==> src/rtl/core/gasa_pkg.sv <==
package gasa_pkg;

   localparam int NUM_SHELF_REGS = 4;
   localparam int CSR_IDX_W      = 3;
   localparam int CSR_DATA_W     = 13;

   localparam logic [CSR_IDX_W-1:0] REG_SHELF_HEIGHT_0 = 3'd0;
   localparam logic [CSR_IDX_W-1:0] REG_SHELF_HEIGHT_1 = 3'd1;
   localparam logic [CSR_IDX_W-1:0] REG_SHELF_HEIGHT_2 = 3'd2;
   localparam logic [CSR_IDX_W-1:0] REG_SHELF_HEIGHT_3 = 3'd3;
   localparam logic [CSR_IDX_W-1:0] REG_PAGE_WIDTH     = 3'd4;
   localparam logic [CSR_IDX_W-1:0] REG_PAGE_HEIGHT    = 3'd5;

   localparam logic [11:0] RST_SHELF_HEIGHT_0 = 12'd16;
   localparam logic [11:0] RST_SHELF_HEIGHT_1 = 12'd32;
   localparam logic [11:0] RST_SHELF_HEIGHT_2 = 12'd64;
   localparam logic [11:0] RST_SHELF_HEIGHT_3 = 12'd128;
   localparam logic [12:0] RST_PAGE_WIDTH     = 13'd256;
   localparam logic [12:0] RST_PAGE_HEIGHT    = 13'd256;

   localparam logic [1:0] ST_PLACED   = 2'd0;
   localparam logic [1:0] ST_TOO_TALL = 2'd1;
   localparam logic [1:0] ST_NO_PAGE  = 2'd2;

   localparam int REQ_DATA_W = 24;
   localparam int RSP_DATA_W = 40;

   typedef struct packed {
      logic [NUM_SHELF_REGS-1:0][11:0] shelf_height;
      logic [12:0]                     page_width;
      logic [12:0]                     page_height;
   } cfg_type;

   typedef struct packed {
      logic        opened_page;
      logic [12:0] draw_y;
      logic [12:0] draw_x;
      logic [7:0]  page_number;
      logic [1:0]  status;
   } result_type;

endpackage

==> src/rtl/core/glyph_atlas_shelf_allocator_unit.sv <==
// Pipeline: an accepted request is held in the input register, then its
// placement is written into the result register, which drives rsp_tvalid;
// that move waits while the result register is full and not draining.
// Throughput: one request per cycle unless the response stalls; shelf-class
// state updates with the result register, so back-to-back requests see it.
// Reset: config returns to 16/32/64/128 shelf heights and a 256x256 page,
// no class owns a page and no page of the pool is in use.
module glyph_atlas_shelf_allocator_unit #(
   parameter int SHELF_CLASSES = 4,
   parameter int MAX_PAGES     = 256
) (
   input  logic                             clock,
   input  logic                             reset,
   input  logic                             req_tvalid,
   output logic                             req_tready,
   // [11:0] glyph_width, [23:12] glyph_height
   input  logic [gasa_pkg::REQ_DATA_W-1:0]  req_tdata,
   output logic                             rsp_tvalid,
   input  logic                             rsp_tready,
   // [1:0] status, [9:2] page_number, [22:10] draw_x, [35:23] draw_y,
   // [36] opened_page, [39:37] zero
   output logic [gasa_pkg::RSP_DATA_W-1:0]  rsp_tdata,
   input  logic                             csr_valid,
   output logic                             csr_ready,
   input  logic [gasa_pkg::CSR_IDX_W-1:0]   csr_index,
   input  logic [gasa_pkg::CSR_DATA_W-1:0]  csr_data
);
   import gasa_pkg::*;

   cfg_type    cfg;
   result_type result;

   logic        s1_vld_ff, s1_vld_in;
   logic [11:0] s1_w_ff, s1_h_ff;
   logic        rsp_vld_ff, rsp_vld_in;
   result_type  rsp_ff;
   logic        req_fire;
   logic        adv;

   gasa_csr u_csr (
      .clock     (clock),
      .reset     (reset),
      .csr_valid (csr_valid),
      .csr_ready (csr_ready),
      .csr_index (csr_index),
      .csr_data  (csr_data),
      .cfg       (cfg)
   );

   gasa_place #(
      .SHELF_CLASSES (SHELF_CLASSES),
      .MAX_PAGES     (MAX_PAGES)
   ) u_place (
      .clock        (clock),
      .reset        (reset),
      .fire         (adv),
      .glyph_width  (s1_w_ff),
      .glyph_height (s1_h_ff),
      .cfg          (cfg),
      .result       (result)
   );

   // advance the held request whenever the result register is free or draining
   assign adv        = s1_vld_ff && (!rsp_vld_ff || rsp_tready);
   assign req_tready = !s1_vld_ff || adv;
   assign req_fire   = req_tvalid && req_tready;

   assign s1_vld_in  = req_fire ? 1'b1 : (adv ? 1'b0 : s1_vld_ff);
   assign rsp_vld_in = adv ? 1'b1 : (rsp_tready ? 1'b0 : rsp_vld_ff);

   always_ff @(posedge clock) begin
      if (reset) begin
         s1_vld_ff  <= 1'b0;
         rsp_vld_ff <= 1'b0;
      end else begin
         s1_vld_ff  <= s1_vld_in;
         rsp_vld_ff <= rsp_vld_in;
      end
   end

   always_ff @(posedge clock) begin
      if (req_fire) begin
         s1_w_ff <= req_tdata[11:0];
         s1_h_ff <= req_tdata[23:12];
      end
      if (adv) begin
         rsp_ff <= result;
      end
   end

   assign rsp_tvalid = rsp_vld_ff;
   assign rsp_tdata  = {3'b000, rsp_ff};

endmodule

==> src/rtl/core/gasa_csr.sv <==
module gasa_csr (
   input  logic                             clock,
   input  logic                             reset,
   input  logic                             csr_valid,
   output logic                             csr_ready,
   input  logic [gasa_pkg::CSR_IDX_W-1:0]   csr_index,
   input  logic [gasa_pkg::CSR_DATA_W-1:0]  csr_data,
   output gasa_pkg::cfg_type                cfg
);
   import gasa_pkg::*;

   cfg_type cfg_ff;
   cfg_type cfg_in;

   assign csr_ready = 1'b1;
   assign cfg       = cfg_ff;

   always_comb begin
      cfg_in = cfg_ff;
      if (csr_valid) begin
         unique case (csr_index) inside
            REG_SHELF_HEIGHT_0, REG_SHELF_HEIGHT_1,
            REG_SHELF_HEIGHT_2, REG_SHELF_HEIGHT_3: begin
               cfg_in.shelf_height[csr_index[1:0]] = csr_data[11:0];
            end
            REG_PAGE_WIDTH: begin
               cfg_in.page_width = csr_data;
            end
            REG_PAGE_HEIGHT: begin
               cfg_in.page_height = csr_data;
            end
            default: begin
               // drop writes outside the register map
            end
         endcase
      end
   end

   always_ff @(posedge clock) begin
      if (reset) begin
         cfg_ff.shelf_height[0] <= RST_SHELF_HEIGHT_0;
         cfg_ff.shelf_height[1] <= RST_SHELF_HEIGHT_1;
         cfg_ff.shelf_height[2] <= RST_SHELF_HEIGHT_2;
         cfg_ff.shelf_height[3] <= RST_SHELF_HEIGHT_3;
         cfg_ff.page_width      <= RST_PAGE_WIDTH;
         cfg_ff.page_height     <= RST_PAGE_HEIGHT;
      end else begin
         cfg_ff <= cfg_in;
      end
   end

endmodule

==> src/rtl/core/gasa_place.sv <==
module gasa_place #(
   parameter int SHELF_CLASSES = 4,
   parameter int MAX_PAGES     = 256
) (
   input  logic                 clock,
   input  logic                 reset,
   input  logic                 fire,
   input  logic [11:0]          glyph_width,
   input  logic [11:0]          glyph_height,
   input  gasa_pkg::cfg_type    cfg,
   output gasa_pkg::result_type result
);
   import gasa_pkg::*;

   localparam int CLS_W = (SHELF_CLASSES > 1) ? $clog2(SHELF_CLASSES) : 1;
   localparam int PU_W  = $clog2(MAX_PAGES + 1);

   logic [11:0] heights [SHELF_CLASSES];

   logic [SHELF_CLASSES-1:0] has_page_ff, has_page_in;
   logic [7:0]               class_page_ff [SHELF_CLASSES];
   logic [12:0]              cursor_x_ff   [SHELF_CLASSES];
   logic [12:0]              cursor_y_ff   [SHELF_CLASSES];
   logic [PU_W-1:0]          pages_used_ff, pages_used_in;

   logic             found;
   logic [CLS_W-1:0] sel;
   logic [11:0]      sh;
   logic             has;
   logic [12:0]      cx, cy;
   logic [7:0]       pg;
   logic [12:0]      sh1;
   logic [13:0]      sum_x;
   logic             wrap;
   logic [13:0]      cy_w;
   logic [14:0]      row_end;
   logic             need_new;
   logic             full;
   logic             commit;
   logic [PU_W+7:0]  pu_ext;
   logic [7:0]       new_page;
   logic [12:0]      next_x, next_y;

   // classes past the register map have height zero and never match
   for (genvar g = 0; g < SHELF_CLASSES; g++) begin : g_height
      if (g < NUM_SHELF_REGS) begin : g_reg
         assign heights[g] = cfg.shelf_height[g];
      end else begin : g_none
         assign heights[g] = '0;
      end
   end

   always_comb begin
      found = 1'b0;
      sel   = '0;
      for (int i = 0; i < SHELF_CLASSES; i++) begin
         if (!found && (glyph_height < heights[i])) begin
            found = 1'b1;
            sel   = CLS_W'(i);
         end
      end
   end

   assign sh      = heights[sel];
   assign has     = has_page_ff[sel];
   assign cx      = cursor_x_ff[sel];
   assign cy      = cursor_y_ff[sel];
   assign pg      = class_page_ff[sel];
   assign sh1     = {1'b0, sh} + 13'd1;
   assign sum_x   = {1'b0, cx} + {2'b00, glyph_width};
   assign wrap    = sum_x > {1'b0, cfg.page_width};
   assign cy_w    = wrap ? ({1'b0, cy} + {1'b0, sh1}) : {1'b0, cy};
   assign row_end = {1'b0, cy_w} + {2'b00, sh1};
   assign need_new = !has || (row_end > {2'b00, cfg.page_height});
   assign full    = pages_used_ff >= PU_W'(MAX_PAGES);
   assign commit  = fire && found && !(need_new && full);
   assign pu_ext  = {8'b0, pages_used_ff};
   assign new_page = pu_ext[7:0];

   always_comb begin
      if (need_new) begin
         next_x = {1'b0, glyph_width};
         next_y = '0;
      end else begin
         next_x = wrap ? {1'b0, glyph_width} : sum_x[12:0];
         next_y = cy_w[12:0];
      end
   end

   always_comb begin
      result = '0;
      if (!found) begin
         result.status = ST_TOO_TALL;
      end else if (need_new && full) begin
         result.status = ST_NO_PAGE;
      end else begin
         result.status      = ST_PLACED;
         result.opened_page = need_new;
         if (need_new) begin
            result.page_number = new_page;
         end else begin
            result.page_number = pg;
            result.draw_x      = wrap ? 13'd0 : cx;
            result.draw_y      = cy_w[12:0];
         end
      end
   end

   always_comb begin
      has_page_in   = has_page_ff;
      pages_used_in = pages_used_ff;
      if (commit && need_new) begin
         has_page_in[sel] = 1'b1;
         pages_used_in    = pages_used_ff + PU_W'(1);
      end
   end

   always_ff @(posedge clock) begin
      if (reset) begin
         has_page_ff   <= '0;
         pages_used_ff <= '0;
      end else begin
         has_page_ff   <= has_page_in;
         pages_used_ff <= pages_used_in;
      end
   end

   always_ff @(posedge clock) begin
      if (commit) begin
         cursor_x_ff[sel] <= next_x;
         cursor_y_ff[sel] <= next_y;
         if (need_new) begin
            class_page_ff[sel] <= new_page;
         end
      end
   end

endmodule
==> config.mk <==
export PLATFORM = sky130hd
export DESIGN_NAME = glyph_atlas_shelf_allocator_unit
export DESIGN_NICKNAME = d
export VERILOG_FILES = /design/src/rtl/core/gasa_pkg.sv /design/src/rtl/core/glyph_atlas_shelf_allocator_unit.sv /design/src/rtl/core/gasa_csr.sv /design/src/rtl/core/gasa_place.sv
export SDC_FILE = /design/constraint.sdc
export NUM_CORES = 1
export LEC_CHECK = 0
export BUFFER_PORTS_ARGS = -buffer_cell sky130_fd_sc_hd__buf_2
export CORE_MARGIN = 2
export CORE_UTILIZATION = 45
export DETAILED_ROUTE_END_ITERATION = 8
export SYNTH_ARGS = -nofsm -noshare
export SYNTH_HDL_FRONTEND = slang
export SYNTH_SLANG_ARGS = --single-unit
==> constraint.sdc <==
create_clock -name clock -period 15.3 [get_ports clock]
set_clock_uncertainty 0.05 [all_clocks]
set_input_delay 0 -clock clock [delete_from_list [all_inputs] [get_ports clock]]
set_output_delay 0 -clock clock [all_outputs]
set_load 0.01 [all_outputs]
### Word-level counts from Yosys, hierarchy flattened

Memories as Yosys holds them, arrays and structs flattened. A register that Yosys moved wholly into a read port is not among the register bits.
Cells that the tools add are included.

| cells by class | value |
|---|---|
| $add $sub $neg | 5 |
| $mul | 0 |
| div/mod/pow operators | 0 |
| magnitude comparators | 12 |
| equality and inequality tests | 5 |
| shift operators | 0 |
| multiplexer cells | 31 |
| bitwise operators | 3 |
| reductions and logical operators | 31 |

Operator list:

| kind | number |
|---|---|
| 48-bit bitwise mux | 1 |
| 12-bit < comparator | 4 |
| 13-bit 2-to-1 mux | 3 |
| 12-bit 2-to-1 mux | 3 |
| 12-bit binary-select mux with 2-bit select | 1 |
| 12-bit demux with 2-bit select | 1 |
| 1-bit 2-to-1 mux | 16 |
| 14-bit by 13-bit adder with 15-bit output | 1 |
| 15-bit by 13-bit > comparator with 1-bit output | 1 |
| 13-bit by 12-bit adder with 14-bit output | 1 |
| 13-bit by 13-bit adder with 14-bit output | 1 |
| 14-bit by 13-bit > comparator with 1-bit output | 1 |
| 14-bit 2-to-1 mux | 1 |
| 12-bit by 1-bit adder with 13-bit output, second input constant | 1 |
| 1-bit logical AND | 11 |
| 9-bit by 1-bit adder with 9-bit output, second input constant | 1 |
| 9-bit greater-or-equal comparator, second input constant | 1 |
| 4-bit OR reduction | 2 |
| 1-bit logical NOT | 7 |
| 3-bit by 2-bit equality test with 1-bit output, second input constant | 2 |
| 3-bit equality test, second input constant | 2 |
| 2-bit by 3-bit < comparator with 1-bit output, second input constant | 2 |
| 2-bit 2-to-1 mux | 3 |
| 2-bit AND reduction | 3 |
| other kinds (13) | 17 |

| word-level totals | value |
|---|---|
| flip-flop bits (word level) | 142 |
| latch bits | 0 |
| RAM bits | 136 |
| memory bits (read-only) | 0 |
| input port bits | 45 |
| output and inout port bits | 43 |
| word-level logic and storage cells | 106 |
| memories kept | 3 |

Memory list:

| name | words | bits a word | rd ports | clocked after Yosys merged registers in | wr ports | RTL line | RTL |
|---|---|---|---|---|---|---|---|
| u_place.cursor_x_ff | 4 | 13 | 1 | 0 | 1 | gasa_place.sv:22 | `logic [12:0] cursor_x_ff [SHELF_CLASSES];` |
| u_place.cursor_y_ff | 4 | 13 | 1 | 0 | 1 | gasa_place.sv:23 | `logic [12:0] cursor_y_ff [SHELF_CLASSES];` |
| u_place.class_page_ff | 4 | 8 | 1 | 1 | 1 | gasa_place.sv:21 | `logic [7:0] class_page_ff [SHELF_CLASSES];` |

### Depth between registers and ports, before layout

Gate-level depths: netlist (run 1).

| depth | value |
|---|---|
| depth after elaboration | 26 |
| gate-level depth with buffers | 59 |
| gate-level depth less buffers | 52 |

### By module

A second synthesis (run 1) with hierarchy kept.

| second synthesis, totals | value |
|---|---|
| cell total of the unflattened synthesis | 1,415 |
| area, all modules | 15,473.6 µm² |

By module, submodules not included:

| module | instances | cells an instance | area an instance (µm²) | sequential area each (µm²) |
|---|---|---|---|---|
| gasa_place | 1 | 1,067 | 10,501.3 | 4,344.2 |
| gasa_csr | 1 | 273 | 3,010.4 | 1,481.4 |
| glyph_atlas_shelf_allocator_unit | 1 | 75 | 1,961.9 | 1,871.8 |

### Least setup slack after synthesis (run 1)

OpenSTA, ideal clock, no wires.

| timing path | value |
|---|---|
| kind | flip-flop to flip-flop |
| start | reg s1_h_ff[2] |
| end | mem u_place.cursor_x_ff[1][0] (enable) |
| library setup time | 0.442 ns |
| arrival | 12.050 ns |
| required time | 14.808 ns |
| setup slack | 2.759 ns |
| stages on the path, launching flop included | 58 |
| cells stage by stage | edfxtp_1 ha_1 a21o_1 a31oi_1 o21ai_1 a211o_1 buf_6 clkbuf_1 o21ai_1 clkbuf_1 clkbuf_1 nand2_1 a31oi_1 ha_1 inv_1 fa_1 nor2b_1 o21ai_0 [... 22 more ...] a21oi_1 o21bai_1 a21oi_1 o21bai_1 a21oi_1 xnor2_1 ha_1 a21oi_1 nor2b_1 a2111oi_0 o21ai_0 a21oi_1 nand2_1 or2_1 buf_2 and2_1 buf_2 nor3_1 |

| between the ends | value |
|---|---|
| elaborated cells between the ends (all ways) | 40 |
| classes of those cells | add/sub: 4; order compare: 6; mux: 15; bitwise: 1; reduce/logical: 12; memory: 2 |

RTL lines:

| item | RTL line | RTL |
|---|---|---|
| start: declaration | glyph_atlas_shelf_allocator_unit.sv:34 | `logic [11:0] s1_w_ff, s1_h_ff;` |
| start signal: assignment | glyph_atlas_shelf_allocator_unit.sv:84 | `s1_h_ff <= req_tdata[23:12];` |
| 12-bit < comparator | gasa_place.sv:57 | `if (!found && (glyph_height < heights[i])) begin` |
| 1-bit 2-to-1 mux | gasa_place.sv:57 |  |
| 1-bit logical NOT | gasa_place.sv:57 |  |
| 1-bit logical AND | gasa_place.sv:57 |  |
| 1-bit 2-to-1 mux | gasa_place.sv:57 |  |
| 1-bit logical NOT | gasa_place.sv:57 |  |
| 1-bit logical AND | gasa_place.sv:57 |  |
| 1-bit 2-to-1 mux | gasa_place.sv:57 |  |
| [... 4 more ...] | - |  |
| net u_place.cx[0] | gasa_place.sv:30 | `logic [12:0] cx, cy;` |
| [... 3 more ...] | - |  |
| net u_place.cy_w[0] | gasa_place.sv:35 | `logic [13:0] cy_w;` |
| 14-bit by 13-bit adder with 15-bit output * | gasa_place.sv:73 | `assign row_end = {1'b0, cy_w} + {2'b00, sh1};` |
| 15-bit by 13-bit > comparator with 1-bit output * | gasa_place.sv:74 | `assign need_new = !has \|\| (row_end > {2'b00, cfg.page_height});` |
| 1-bit logical OR * | gasa_place.sv:74 |  |
| 1-bit logical AND * | gasa_place.sv:76 | `assign commit = fire && found && !(need_new && full);` |
| 1-bit logical NOT * | gasa_place.sv:76 |  |
| 1-bit logical AND * | gasa_place.sv:76 |  |
| 1-bit 2-to-1 mux * | gasa_place.sv:129 | `if (commit) begin` |
| 1-bit 2-to-1 mux (not written as such) * | gasa_place.sv:130 | `cursor_x_ff[sel] <= next_x;` |
| end: declaration | gasa_place.sv:22 |  |

Mark *: on every way through the listed nets, which the timed path passes. The rest lies on a longest branch. The select of a mux whose other input is x is not followed.

### Worst setup path after layout (run 1)

| timing path | value |
|---|---|
| start | reg s1_h_ff[9] |
| end | mem u_place.cursor_x_ff[2][3], data pin |

| between the ends | value |
|---|---|
| elaborated cells between the ends (all ways) | 35 |
| classes of those cells | add/sub: 4; order compare: 6; mux: 14; bitwise: 1; reduce/logical: 8; memory: 2 |

RTL lines:

| item | RTL line | RTL |
|---|---|---|
| 12-bit < comparator | gasa_place.sv:57 |  |
| 1-bit 2-to-1 mux | gasa_place.sv:57 |  |
| 1-bit logical NOT | gasa_place.sv:57 |  |
| 1-bit logical AND | gasa_place.sv:57 |  |
| 1-bit 2-to-1 mux | gasa_place.sv:57 |  |
| 1-bit logical NOT | gasa_place.sv:57 |  |
| 1-bit logical AND | gasa_place.sv:57 |  |
| 1-bit 2-to-1 mux | gasa_place.sv:57 |  |
| [... 4 more ...] | - |  |
| net u_place.cx[0] | gasa_place.sv:30 |  |
| [... 1 more ...] | - |  |
| 14-bit by 13-bit > comparator with 1-bit output * | gasa_place.sv:71 | `assign wrap = sum_x > {1'b0, cfg.page_width};` |
| 14-bit 2-to-1 mux * | gasa_place.sv:72 | `assign cy_w = wrap ? ({1'b0, cy} + {1'b0, sh1}) : {1'b0, cy};` |
| net u_place.cy_w[0] | gasa_place.sv:35 |  |
| 14-bit by 13-bit adder with 15-bit output * | gasa_place.sv:73 |  |
| 15-bit by 13-bit > comparator with 1-bit output * | gasa_place.sv:74 |  |
| 1-bit logical OR * | gasa_place.sv:74 |  |
| 13-bit 2-to-1 mux * | gasa_place.sv:81 | `if (need_new) begin` |
| net u_place.next_x[3] | gasa_place.sv:42 | `logic [12:0] next_x, next_y;` |

Marks and branches as above.

==> flow_summary.toml, run 1 <==
[clock_tree]
clock_path_buffers = 3
clock_latency_ns = 0.56
cts_tree = "built"
ctsHtreeMaxLevel = 1
cts_hold_buf = 44
cts_sinks = 286
post_cts_resized = 0
clkTransAtPathRegs_ns = 0.06
ctsRootBufferMaster = "clkbuf_16"
postCtsSetupBuffers = 0
numCtsBuffers = 30

[timing]
setup_viol = 0
max_slew_margin_pct = 17.1
fin_setup_tns_ns = 0
rsz0062_at_grt = "false"
worst_slew_pin_slew_ns = 1.24
fin_crit_sh_pct = 87.2
hold_viol_final = 0
max_freq_ghz = 0.0749
fin_crit_ns = 13.35
slew_violations = 0

[setup_path]
cp_common_cell = "a21oi_1"
worst-path-buf-inv = 3
crit_path_start_kind = "flop"
crit_family = "compound AO/OA/AOI/OAI gates"
cp_max_fo = 31
critPathMaxStageDelay_ns = 0.78
crit_slowest_cell = "o21a_1"
endpoint_kind = "flop"
worstPathRequired_ns = 15.54
critPathKind = "reg2reg"
worst_ep_arrival_time_ns = 13.58
r2r_slack_ns = 1.95

[grt]
antenna_found_initial = 0
grt_usage_pct = 23.4
grt_max_degree = 93
grt_pass1_vias = 10900
gr-total-overflow = 0
grt_pass1_wl_um = 61900

[placed_design]
dp_cells = 1977
hpwl_um = 27800
port_buffers = 83
place_congestion = 0.884

[synth]
ys_ff_latch = 286
dominantRegCellSynth = "edfxtp_1"
yosys.area.top_type = "edfxtp_1"
synthTopCellsByArea = "edfxtp_1 40%, dfxtp_1 12%, ha_1 9.2%, nand2_1 6.5%, a21oi_1 4.6%"
yosysUniqueCellTypes = 73
avgSynthCellArea_um2 = 10.0
seq_area_frac_synth_pct = 51.6
syn_area_um2 = 14900
yosys_warnings = 0
synth_top_area_share_pct = 39.6
synth_edf_count = 197
synthArstFlopShare_pct = 0
syn_inst = 1492

[routing]
finalWirelength_um = 40100
wl_per_cell_um = 19.3
first_pass_iters = 6
route.detailed.drc = 0
ant_nets = 0
via_per_inst = 5.55
vias = 11500
drt-initial-drc-count = 806

[status]
status = "complete, no violations"

[hold_path]
min_path_type = "in2reg"

[floorplanning]
initial_core_util_pct = 45.7
die_x_um = 186
ios = 88
num_rows = 66
die_y_um = 186
die-area_um2 = 34600
coreArea_um2 = 32600

[final_layout]
drive_gt1_share_pct = 10.9
nets = 1769
antenna_cells = 0
mostFrequentLayoutCell = "nand2_1"
layout_common_cells = "259 x nand2_1, 197 x edfxtp_1, 136 x a21oi_1"
fin_cells = 2077
area_delta_synth_final_pct = 15.6
fill_cells = 2982

[power]
p_per_area_nw_per_um2 = 143
ir_worst_vdd_mv = 0.0998
p_leak_nw = 6.54

[job]
maxCapViolCount = 0
registers in the layout, indices dropped and copies added (netlist names):
signal and cells:
u_place.has_page_ff 4, rsp_tvalid 1, u_place.class_page_ff 32, s1_w_ff 12, u_place.cursor_y_ff 52, u_place.pages_used_ff 9, u_place.cursor_x_ff 52, s1_vld_ff 1
u_csr.cfg 74, s1_h_ff 12, rsp_tdata 37
cells in the mapped netlist, types with 6 or more instances:
| library cell | n |
|---|---|
| a31oi_1 | 20 |
| xnor2_1 | 28 |
| o21bai_1 | 9 |
| nand3_1 | 25 |
| and2_1 | 7 |
| a21oi_1 | 136 |
| o2bb2ai_1 | 7 |
| nand2b_1 | 6 |
| and3_1 | 17 |
| xor2_1 | 9 |
| a32oi_1 | 12 |
| a211o_1 | 7 |
| a211oi_1 | 7 |
| a221o_1 | 8 |
| a22oi_1 | 6 |
| o221ai_1 | 8 |
| buf_2 | 10 |
| mux2i_1 | 12 |
| dfxtp_1 | 89 |
| edfxtp_1 | 197 |
| inv_1 | 113 |
| nand2_1 | 259 |
| o22ai_1 | 16 |
| a221oi_1 | 8 |
| mux2_4 | 7 |
| nor3_1 | 19 |
| clkbuf_1 | 46 |
| o21ai_0 | 44 |
| ha_1 | 110 |
| a21o_1 | 20 |
| nor2b_1 | 25 |
| nand4_1 | 11 |
| nor2_1 | 99 |
| o21ai_1 | 7 |
path summary, 6_finish.rpt:
| path | startpoint | to | cells after the start |
|---|---|---|---|
| worst max register to register | s1_h_ff[9] | u_place.cursor_x_ff[2][3] | 52 |
| worst max-delay path | s1_h_ff[9] | u_place.cursor_x_ff[2][3] | 52 |
| worst min-delay path | csr_index[2] | u_csr.cfg[19] | 4 |
| worst min register to register | u_csr.cfg[19] | u_csr.cfg[19] | 2 |
metal layers:
layer,track usage [%],part of all wire [%]
met5,0,0
met4,4.22,1.6
met3,2.29,4.4
met2,37.8,46
met1,34.4,48
report_power, final:
group / total, W / switching (W) / internal (W)
registers: 0.000869 / 0.0000122 / 0.000857
logic: 0.000876 / 0.000534 / 0.000342
clock network: 0.000729 / 0.000288 / 0.000441
layout make-up:
class / count / area, um^2 / area share, %
Sequential cell: 286 / 7700 / 44.6
Tap cell: 442 / 553 / 3.21
Timing Repair Buffer: 149 / 1020 / 5.92
Clock inverter: 14 / 164 / 0.950
Clock buffer: 42 / 827 / 4.80
Multi-Input combinational cell: 1030 / 6560 / 38.0
Inverter: 114 / 428 / 2.48
stage by stage:
step | util [%] | power [W] | instance area, um^2 | setup WS (ns) | hold WS [ns]
after floorplan | - | 0.00150 | 14900 | 2.76 | 0.0489
after global placement | 48.5 | 0.00173 | 15800 | 2.61 | 0.127
after detailed placement | 48.5 | 0.00174 | 15800 | 2.18 | 0.128
after CTS | 52.9 | 0.00248 | 17200 | 2.11 | 0.0000575
after global routing | 52.9 | 0.00262 | 17200 | 0.766 | 0.0433
final | 52.9 | 0.00247 | 17200 | 1.95 | 0.0233
kinds of logic (layout without fill, tap and decap cells):
logic type      Yosys count  count (layout)  synth area share [%]
other cells               2               4                0.0503
mux                      26              26                  2.04
xor+xnor                 37              37                  2.17
compound gates          360             360                  15.5
simple gates            490             490                  14.2
flops                   286             286                  51.6
fa+ha+maj               113             113                  9.63
buf+inv                 178             319                  4.76
tightest hold or removal path, cell delays in order:
cell	delay (ns)
buf_2	0.12
and3_1	0.29
nand2_1	0.12
a21oi_1	0.05
No activity file was read; power rests on OpenSTA's default activity.
==> run 2: changes to the inputs <==
HOLD_SLACK_MARGIN = 0.15   (was not set)
==> flow_summary.toml, run 2 (same netlist as run 1, synthesis figures left out) <==
[setup_path]
r2r_slack_ns = 1.93
regToRegEndpoint = "u_place.cursor_x_ff[2][3]"
endpoint = "u_place.cursor_x_ff[2][3]"
crit_slowest_cell = "o21a_1"
startpoint = "s1_h_ff[9]"
critPathKind = "reg2reg"
cp_common_cell = "a21oi_1"
worstPathRequired_ns = 15.54
rr_worst_depth = 52
cp_max_fo = 31
critPathMaxStageDelay_ns = 0.78
endpoint_kind = "flop"
r2r_start = "s1_h_ff[9]"
worst_ep_arrival_time_ns = 13.61
crit_path_start_kind = "flop"

[power]
p_leak_nw = 6.69
netSwitchingFraction_pct = 33.6
switchingPower_w = 0.000833
p_comb_share_pct = 35.5
p_per_area_nw_per_um2 = 141
p_seq_share_pct = 35.1
ir_worst_vdd_mv = 0.0999
p_int_w = 0.00164
pwr-share-clk_pct = 29.4

[grt]
grt_usage_pct = 23.5
antenna_found_initial = 0
gr-total-overflow = 0
grt_pass1_vias = 11100
grt_pass1_wl_um = 62400
grt_max_degree = 93

[final_layout]
nets = 1804
antenna_cells = 0
area_delta_synth_final_pct = 17.9
mostFrequentLayoutCell = "nand2_1"
largest_reg_flops = 74
drive_gt1_share_pct = 10.7
layout_common_cells = "259 x nand2_1, 197 x edfxtp_1, 136 x a21oi_1"
fin_cells = 2112

[placed_design]
place_congestion = 0.884
port_buffers = 83
hpwl_um = 27800
dp_cells = 1977

[routing]
via_per_inst = 5.48
route.detailed.drc = 0
first_pass_iters = 5
wl_per_cell_um = 19.1
vias = 11600
finalWirelength_um = 40300
drt-initial-drc-count = 786
ant_nets = 0

[floorplanning]
die_x_um = 186
ios = 88
coreArea_um2 = 32600
die_y_um = 186
die-area_um2 = 34600
num_rows = 66
initial_core_util_pct = 45.7

[timing]
fin_crit_sh_pct = 87.4
setup_viol = 0
hold_viol_final = 0
worst_slew_pin_slew_ns = 1.26
rsz0062_at_grt = "false"
max_freq_ghz = 0.0748
fin_setup_tns_ns = 0
max_slew_margin_pct = 15.8
fin_crit_ns = 13.37
slew_violations = 0

[clock_tree]
cts_sinks = 286
ctsHtreeMaxLevel = 1
clock_path_buffers = 3
post_cts_resized = 0
numCtsBuffers = 30
cts_tree = "built"
postCtsSetupBuffers = 0
cts_hold_buf = 79
clock_latency_ns = 0.56
clkTransAtPathRegs_ns = 0.06
ctsRootBufferMaster = "clkbuf_16"

[hold_path]
min_path_type = "in2reg"

[job]
maxCapViolCount = 0

[status]
status = "complete, no violations"
## run 2: cell count changes in the layout (fill, tap and decap cells not counted), sizes merged
cell / before / now
dlygate4sd3: 44 / 79
## run 2: worst min path at each step
stage / startpoint / to / slack (ns) / cells after the start
finish: csr_data[12] / u_csr.cfg[12] / 0.22 / 4
global route: csr_data[12] / u_csr.cfg[12] / 0.23 / 4
CTS: csr_data[12] / u_csr.cfg[12] / 0.19 / 4
detailed placement: req_tdata[2] / s1_w_ff[2] / 0.13 / 1
global placement: req_tdata[9] / s1_w_ff[9] / 0.13 / 1
floorplan: req_tdata[12] / s1_h_ff[0] / 0.05 / 0
## run 2: metrics by stage
stage	utilization, %	power (W)	hold slack, ns	cell area, um^2	setup WS (ns)
2_1_floorplan	-	0.00150	0.0489	14900	2.76
3_3_place_gp	48.5	0.00173	0.127	15800	2.61
3_5_place_dp	48.5	0.00174	0.128	15800	2.18
4_1_cts	53.9	0.00248	0.188	17600	2.11
5_1_grt	53.9	0.00262	0.230	17600	0.767
6_report	53.9	0.00248	0.222	17600	1.93
## run 2: per-layer routing
metal / GRT usage [%] / part of all wire (%)
met2: 38.3 / 46
met5: 0 / 0
met4: 4.22 / 1.6
met3: 2.29 / 4.6
met1: 34.5 / 48
## run 2: power groups by stage
stage	combinational [W]	sequential [W]	clock, W
after floorplan	0.000618	0.000885	0
after global placement	0.000840	0.000885	0
after detailed placement	0.000851	0.000886	0
after CTS	0.000871	0.000869	0.000743
after global routing	0.000982	0.000872	0.000769
final	0.000879	0.000869	0.000729
## run 2: critical path, delay by kind of cell, from the launching register on
family,cells,cell delay (ns)
buffers and inverters,3,0.44
AND/OR/NAND/NOR,8,2.17
AO/OA/AOI/OAI,30,6.70
flip-flops,1,0.44
XOR/XNOR,2,0.30
adder cells (fa/ha/maj),7,2.11
multiplexers,2,0.85
## run 2: final cells by class
class	count	area (um^2)
fill	2939	15000
sequential	286	7700
multi-input combinational	1030	6560
timing repair buffer	184	1370
clock buffer	42	827
tap	442	553
inverter	114	428
clock inverter	14	164
==> run 3: changes to the inputs <==
--- a/config.mk
+++ b/config.mk
@@ -9,5 +9,7 @@
 export CORE_MARGIN = 2
 export CORE_UTILIZATION = 45
+export CTS_BUF_LIST = sky130_fd_sc_hd__clkbuf_4 sky130_fd_sc_hd__clkbuf_8
 export DETAILED_ROUTE_END_ITERATION = 8
+export GPL_ROUTABILITY_DRIVEN = 0
 export HOLD_SLACK_MARGIN = 0.15
 export SYNTH_ARGS = -nofsm -noshare
--- a/constraint.sdc
+++ b/constraint.sdc
@@ -3,3 +3,3 @@
 set_input_delay 0 -clock clock [delete_from_list [all_inputs] [get_ports clock]]
 set_output_delay 0 -clock clock [all_outputs]
-set_load 0.01 [all_outputs]
+set_load 0.02 [all_outputs]
==> flow_summary.toml, run 3 (same netlist as run 1, synthesis figures left out) <==
[floorplanning]
initial_core_util_pct = 45.7
coreArea_um2 = 32600
die_y_um = 186
num_rows = 66
ios = 88
die-area_um2 = 34600
die_x_um = 186

[timing]
setup_viol = 0
fin_crit_ns = 13.44
worst_slew_pin_slew_ns = 1.09
hold_viol_final = 0
rsz0062_at_grt = "false"
slew_violations = 0
max_freq_ghz = 0.0744
fin_crit_sh_pct = 87.8
max_slew_margin_pct = 27.1
fin_setup_tns_ns = 0

[final_layout]
antenna_cells = 0
area_delta_synth_final_pct = 17.4
fill_cells = 2952
largest_reg_flops = 74
mostFrequentLayoutCell = "nand2_1"
layout_common_cells = "259 x nand2_1, 197 x edfxtp_1, 136 x a21oi_1"
nets = 1820
drive_gt1_share_pct = 12.8
utilization_pct = 53.7

[power]
switchingPower_w = 0.000850
ir_worst_vdd_mv = 0.0705
p_leak_nw = 6.70
netSwitchingFraction_pct = 35.3
p_seq_share_pct = 36.2
p_per_area_nw_per_um2 = 137
p_int_w = 0.00155
p_comb_share_pct = 36.7
pwr-share-clk_pct = 27.1

[routing]
via_per_inst = 5.52
ant_nets = 0
vias = 11800
finalWirelength_um = 40700
wl_per_cell_um = 19.0
first_pass_iters = 7
drt-initial-drc-count = 762
route.detailed.drc = 0

[setup_path]
endpoint_kind = "flop"
cp_common_cell = "a21oi_1"
worstPathRequired_ns = 15.53
critPathMaxStageDelay_ns = 0.84
rr_worst_depth = 51
cp_max_fo = 31
crit_path_start_kind = "flop"
critPathKind = "reg2reg"
crit_slowest_cell = "o21a_1"
worst_ep_arrival_time_ns = 13.67

[clock_tree]
clock_latency_ns = 0.57
numCtsBuffers = 47
cts_sinks = 286
ctsRootBufferMaster = "clkbuf_8"
postCtsSetupBuffers = 0
clkTransAtPathRegs_ns = 0.06
cts_tree = "built"
ctsHtreeMaxLevel = 2
post_cts_resized = 0
clock_path_buffers = 3

[placed_design]
port_buffers = 83
hpwl_um = 27900

[hold_path]
min_path_type = "in2reg"
whs_path_depth = 4

[grt]
grt_pass1_vias = 11400
grt_pass1_wl_um = 62900
antenna_found_initial = 0
grt_usage_pct = 23.7
gr-total-overflow = 0
grt_max_degree = 93

[status]
status = "complete, no violations"

[job]
maxCapViolCount = 0
==> run 3: changes by cell type in the layout (fill, tap and decap cells not counted), sizes merged <==
| cell | change |
|---|---|
| clkinvlp | +3 |
| bufinv | -4 |
| dlygate4sd3 | -1 |
| clkbuf | +26 |
| clkinv | +3 |
==> run 3: final cells by class <==
type	count	area (um^2)	share of cell area [%]
Sequential cell	286	7700	43.9
Multi-Input combinational cell	1030	6560	37.4
Timing Repair Buffer	183	1360	7.77
Clock buffer	68	836	4.77
Tap cell	442	553	3.16
Inverter	114	428	2.44
Clock inverter	16	82.6	0.471
==> run 3: power groups by stage <==
stage	registers [W]	clock network (W)	logic [W]
finish	0.000869	0.000652	0.000883
CTS	0.000869	0.000663	0.000872
detailed placement	0.000886	0	0.000853
global placement	0.000885	0	0.000840
global route	0.000872	0.000700	0.000984
floorplan	0.000890	0	0.000619
==> run 3: layer usage <==
| metal | wire length [um] | part of all wire (%) | vias up | global-route usage, % |
|---|---|---|---|---|
| li1 | - | - | 5694 | - |
| met1 | 18800 | 46 | 5690 | 33.2 |
| met2 | 18500 | 45 | 367 | 38.0 |
| met3 | 2540 | 6.2 | 63 | 4.15 |
| met4 | 871 | 2.1 | 0 | 6.52 |
| met5 | 0 | 0 | - | 0 |
==> run 3: critical path: cells and delay by family (launching register included) <==
| kind | cells | cell delay (ns) |
|---|---|---|
| AO/OA/AOI/OAI | 28 | 6.89 |
| adder cells (fa/ha/maj) | 7 | 2.20 |
| XOR/XNOR | 2 | 0.25 |
| buffers and inverters | 3 | 0.43 |
| multiplexers | 2 | 0.87 |
| AND/OR/NAND/NOR | 9 | 1.98 |
| flip-flops | 1 | 0.46 |
==> run 3: metrics by stage <==
| step | power, W | setup slack (ns) | std cells | hold WS (ns) | area (um^2) |
|---|---|---|---|---|---|
| 4_1_cts | 0.00240 | 1.98 | 2139 | 0.223 | 17500 |
| 3_3_place_gp | 0.00173 | 2.53 | 1977 | 0.127 | 15800 |
| 2_1_floorplan | 0.00151 | 2.76 | 1494 | 0.0489 | 14900 |
| 3_5_place_dp | 0.00174 | 2.03 | 1977 | 0.128 | 15800 |
| 6_report | 0.00240 | 1.86 | 2139 | 0.250 | 17500 |
| 5_1_grt | 0.00256 | 0.628 | 2139 | 0.247 | 17500 |
==> run 3: worst paths after layout <==
check	start	end	slack, ns
max	s1_h_ff[9]	u_place.cursor_x_ff[2][3]	1.86
min	csr_data[1]	u_csr.cfg[39]	0.25
max reg2reg	s1_h_ff[9]	u_place.cursor_x_ff[2][3]	1.86
min reg2reg	u_csr.cfg[71]	u_csr.cfg[71]	0.40
==> run 3: timing repair <==
action / 4_1_cts / 5_1_grt
hold endpoints to repair: 131 / 0
setup endpoints to repair: 0 / 0
hold buffers: 78 / 0
